## config.mk

```make
export PLATFORM = sky130hd
export DESIGN_NAME = v3au_sat
export DESIGN_NICKNAME = d
export VERILOG_FILES = /design/src/hdl/v3au_sat.sv
export SDC_FILE = /design/constraint.sdc
export NUM_CORES = 1
export LEC_CHECK = 0
export BUFFER_PORTS_ARGS = -buffer_cell sky130_fd_sc_hd__buf_2
export CAP_MARGIN = 20
export CORE_MARGIN = 2
export CORE_UTILIZATION = 30
export DETAILED_ROUTE_END_ITERATION = 7
export PLACE_DENSITY = 0.78
export REMOVE_ABC_BUFFERS = 1
export SETUP_SLACK_MARGIN = 0.02
export SLEW_MARGIN = 0
export SYNTH_ARGS = -nofsm -noshare
export SYNTH_HDL_FRONTEND = slang
export SYNTH_SLANG_ARGS = --single-unit
```

## constraint.sdc

```tcl
create_clock -name vclk -period 2
set_input_delay 0.3 -clock vclk [all_inputs]
set_output_delay 0.3 -clock vclk [all_outputs]
set_load 0.01 [all_outputs]
```

## src/hdl/v3au_sat.sv

```systemverilog
// clamps a wide signed value to CW bits
module v3au_sat #(
  parameter int WW = 128,
  parameter int CW = 32
) (
  input  logic signed [WW-1:0] din,
  output logic signed [CW-1:0] dout,
  output logic                 sat
);
  localparam logic signed [WW-1:0] MAXV = (WW'(1) <<< (CW-1)) - WW'(1);
  localparam logic signed [WW-1:0] MINV = -MAXV - WW'(1);
  always_comb begin
    sat  = 1'b0;
    dout = din[CW-1:0];
    if (din > MAXV) begin
      sat  = 1'b1;
      dout = MAXV[CW-1:0];
    end else if (din < MINV) begin
      sat  = 1'b1;
      dout = MINV[CW-1:0];
    end
  end
endmodule

```

==> results of run 1 <==
what timing repair did:
item	CTS	global route
resized for setup	6	2
pin swaps	3	3
hold endpoints to repair	0	0
buffers inserted	0	2
cloned	0	2
setup endpoints to repair	32	32
logic make-up (layout without fill, tap and decap cells):
kind of cell / count (synthesis) / count (layout) / share of synthesized area
AND/OR/NAND/NOR: 68 / 68 / 0.417
AO/OA/AOI/OAI: 63 / 63 / 0.381
buffers and inverters: 45 / 216 / 0.202
final timing paths:
| kind | startpoint | to | slack, ps | depth (start not counted) |
|---|---|---|---|---|
| hold / removal | din[19] | dout[19] | 900 | 3 |
| setup / recovery | din[90] | dout[28] | -210 | 9 |
metal layers:
layer	GRT usage	wire, um
met3	0.0223	372
met5	0	0
met1	0.319	2360
met2	0.439	2700
met4	0.0339	52
synthesized netlist by cell type:
| cell | n | share of area |
|---|---|---|
| a21o_1 | 31 | 0.21 |
| a21oi_1 | 1 | 0.0044 |
| a31oi_1 | 31 | 0.17 |
| buf_2 | 6 | 0.026 |
| buf_6 | 7 | 0.070 |
| clkbuf_1 | 1 | 0.0033 |
| inv_1 | 31 | 0.10 |
| nand2_1 | 3 | 0.0099 |
| nand3_1 | 2 | 0.0088 |
| nand4_1 | 28 | 0.15 |
| nand4_2 | 1 | 0.011 |
| nor2_1 | 1 | 0.0033 |
| nor3_1 | 3 | 0.013 |
| nor4_1 | 25 | 0.14 |
| nor4_2 | 2 | 0.022 |
| nor4_4 | 3 | 0.056 |
power groups by stage:
stage                     combinational [uW]  clock, uW  sequential (uW)
after floorplan                         93.1          0                0
after global placement                   322          0                0
after detailed placement                 327          0                0
after CTS                                331          0                0
after global routing                     368          0                0
final                                    333          0                0
per-stage QoR:
step | total power, uW | instance area [um^2]
floorplan | 93.1 | 1020
global placement | 322 | 2070
detailed placement | 327 | 2070
CTS | 331 | 2100
global route | 368 | 2130
finish | 333 | 2130
cell type report:
type | count | area [um^2] | share of cell area
inverter | 31 | 116 | 0.0547
multi-input combinational | 131 | 935 | 0.439
tap | 48 | 60.1 | 0.0282
timing repair buffer | 185 | 1020 | 0.478
==> out/metrics.yaml, run 1 <==
layout_common_cells: "buf_2, inv_1, a31oi_1, a21o_1, nand4_1"
comb_power_share: 1.000
p_sw_uw: 158
area_delta_synth_final_pct: 87.6
final_common_cell: "buf_2"
initial_utilization: 0.312
detail_route.vias_per_cell: 5.29
dr.pass1.iters: 4
arrival_ps: 1910
pre_cts_ws_ps: -226
dp_hpwl_um: 4620
crit_type: "input port to output pin"
required_ps: 1700
period_needed_ps: 2210
setup-violations-final: 32
ys_types: 16
antenna_found_initial: 0
cp_max_fo: 32
dieArea_um2: 4290
rows: 22
setup_tns_ps: -6230
avgSynthCellArea_um2: 6.44
drv_cap: 0
clock_buffers: 0
yosysSeqAreaShare: 0
slowest_delay_ps: 350
grt_max_degree: 33
slew_headroom: 0.766
holdWs_ps: 898
path_cells: "buf_2, nor4_2, buf_4, nand4_2, nor4_4, buf_12, a31oi_1, a21o_1, buf_2"
violations: "setup timing"
ys.warnings.count: 0
critical_path.endpoint_type: "output pin"
ir_drop_uv: 91.1
seq_cells: 0
holdCritPathClass: "input port to output pin"
nets: 477
critical-path-top-delay-family: "simple AND/OR/NAND/NOR gates"
fin_crit_sh: 1.10
wl_um: 5480
netlist_area_um2: 1130
synthCells: 176
drive_above_1_share: 0.565
fp.dieH_um: 65.5
leakage_uw: 0.00126
die_x_um: 65.5
core_um2: 3630
wire_per_inst_um: 13.9
ctsHoldBuffers: 0
cp_slowest_cell: "nor4_4"
utilization: 0.585
power_density_nw_per_um2: 157
fmax_mhz: 453
diodes: 0
io_buffers: 161
switching_share: 0.475
gp_congestion: 0.983
p_int_uw: 175
seq_power_share: 0
critPathLaunchType: "input port"
rsz0062_at_grt: "yes"
placed_cells: 391
gr-usage-all-layers: 0.243
outcome: "finished, violations left"
final.setup.worst_slack_ps: -209
ant_nets: 0
regArea_um2: 0
critPathBufInv: 4
clkPwrFrac: 0
hold_viol_final: 0
grt_overflow: 0
grt_pass1_vias: 2027
crit_top_cell: "buf_2"
dr.first_iter.drc_count: 139
drcViolationCount: 0
grt_first_pass_wirelength_um: 8630
pin_count: 161
n_fill_cell: 381
tightest_slew_ps: 348
stdcell_count: 395
drv_slew: 0
vias: 2089
No activity file was read; power rests on OpenSTA's default activity.
==> run 2: changes to the inputs <==
--- a/config.mk
+++ b/config.mk
@@ -11,7 +11,6 @@
 export CORE_UTILIZATION = 30
 export DETAILED_ROUTE_END_ITERATION = 7
 export PLACE_DENSITY = 0.78
-export REMOVE_ABC_BUFFERS = 1
 export SETUP_SLACK_MARGIN = 0.02
 export SLEW_MARGIN = 0
 export SYNTH_ARGS = -nofsm -noshare
==> out/metrics.yaml, run 2 (same netlist as run 1, synthesis figures left out) <==
outcome: "finished, violations left"
violations: "setup timing"
final_common_cell: "buf_2"
final.setup.worst_slack_ps: -185
ant_nets: 0
die_x_um: 65.5
cp_max_fo: 16
setup-violations-final: 32
slowest_delay_ps: 260
antenna_found_initial: 0
cp_slowest_cell: "nor4_4"
diodes: 0
hold_depth: 3
period_needed_ps: 2180
drive_above_1_share: 0.589
drcViolationCount: 0
detail_route.vias_per_cell: 5.44
vias: 2167
dieArea_um2: 4290
critPathLaunchType: "input port"
ir_drop_uv: 129
dr.first_iter.drc_count: 78
hold_start: "din[2]"
holdCritPathClass: "input port to output pin"
grt_pass1_vias: 1989
path_cells: "buf_2, buf_4, nor4_4, nand4_1, nor4_4, buf_4, clkbuf_16, a31oi_1, a21o_1, buf_2"
fmax_mhz: 458
utilization: 0.646
core_um2: 3630
leakage_uw: 0.00132
gp_congestion: 0.927
tightest_slew_ps: 363
rows: 22
dp_hpwl_um: 4620
seq_cells: 0
dr.pass1.iters: 6
slew_headroom: 0.756
grt_max_degree: 33
pre_cts_ws_ps: -249
pin_count: 161
drv_cap: 0
fp.dieH_um: 65.5
io_buffers: 161
layout_common_cells: "buf_2, inv_1, a31oi_1, a21o_1, nand4_1"
gr-usage-all-layers: 0.244
clock_buffers: 0
crit_type: "input port to output pin"
power_density_nw_per_um2: 154
wire_per_inst_um: 14.7
arrival_ps: 1880
area_delta_synth_final_pct: 107
drv_slew: 0
fin_crit_sh: 1.09
wl_um: 5870
syn_nets: 304
grt_first_pass_wirelength_um: 8600
nets: 480
hold_end: "dout[2]"
grt_overflow: 0
critical_path.endpoint_type: "output pin"
regArea_um2: 0
hold_viol_final: 0
initial_utilization: 0.312
required_ps: 1700
rsz0062_at_grt: "yes"
[run 2: cell types whose count changed in the layout (fill, tap and decap cells not counted)]
cell,previous run,this run
clkbuf_16,0,3
a21oi_1,1,0
buf_2,162,155
buf_6,2,8
buf_12,2,3
buf_4,19,18
nor4_1,21,15
nor4_2,6,7
a21oi_2,0,1
buf_8,0,1
nor4_4,3,8
[run 2: metal layers]
metal	GRT usage	wire, um	part of all wire	vias to the layer above
li1	-	-	-	1059
met5	0	0	0	-
met2	0.464	3050	0.52	120
met1	0.283	2270	0.39	980
met3	0.0377	483	0.082	8
met4	0.0573	72	0.012	0
[run 2: layout make-up]
| class | count | area, um^2 |
|---|---|---|
| Inverter | 31 | 116 |
| Timing Repair Buffer | 188 | 1150 |
| Tap cell | 48 | 60.1 |
| Multi-Input combinational cell | 131 | 1020 |
| Fill cell | 348 | 1290 |
[run 2: how the worst max path moves through the flow]
stage	startpoint	to	slack, ps
after floorplan	din[127]	dout[10]	80
after global placement	din[57]	dout[24]	-230
after detailed placement	din[75]	dout[22]	-250
after CTS	din[47]	dout[11]	-200
after global routing	din[47]	dout[22]	-290
final	din[104]	dout[19]	-180
[run 2: critical path: cells and delay by family]
kind	cells	cell delay (ps)
AND/OR/NAND/NOR	3	600
buffers and inverters	5	740
AO/OA/AOI/OAI	2	260
[run 2: stage by stage]
stage | TNS [ps] | hold WS (ps) | std cells | total power, uW | instance area, um^2
6_report | -4910 | 893 | 398 | 362 | 2350
3_3_place_gp | -7020 | 889 | 391 | 323 | 2080
2_1_floorplan | 0 | 729 | 176 | 105 | 1130
3_5_place_dp | -7170 | 890 | 391 | 328 | 2080
5_1_grt | -8440 | 907 | 398 | 392 | 2350
4_1_cts | -5600 | 894 | 394 | 350 | 2220
[run 2: repair_timing]
action / 4_1_cts / 5_1_grt
hold buffers: 0 / 0
resized for setup: 22 / 7
gates cloned: 1 / 3
setup buffers: 2 / 1
hold endpoints to repair: 0 / 0
pin swaps: 6 / 8
setup endpoints to repair: 32 / 32
[run 2: power by group]
part	total [uW]	switching, uW	internal (uW)	leakage (uW)
Combinational	362	174	188	0.00132
Clock	0	0	0	0
Sequential	0	0	0	0
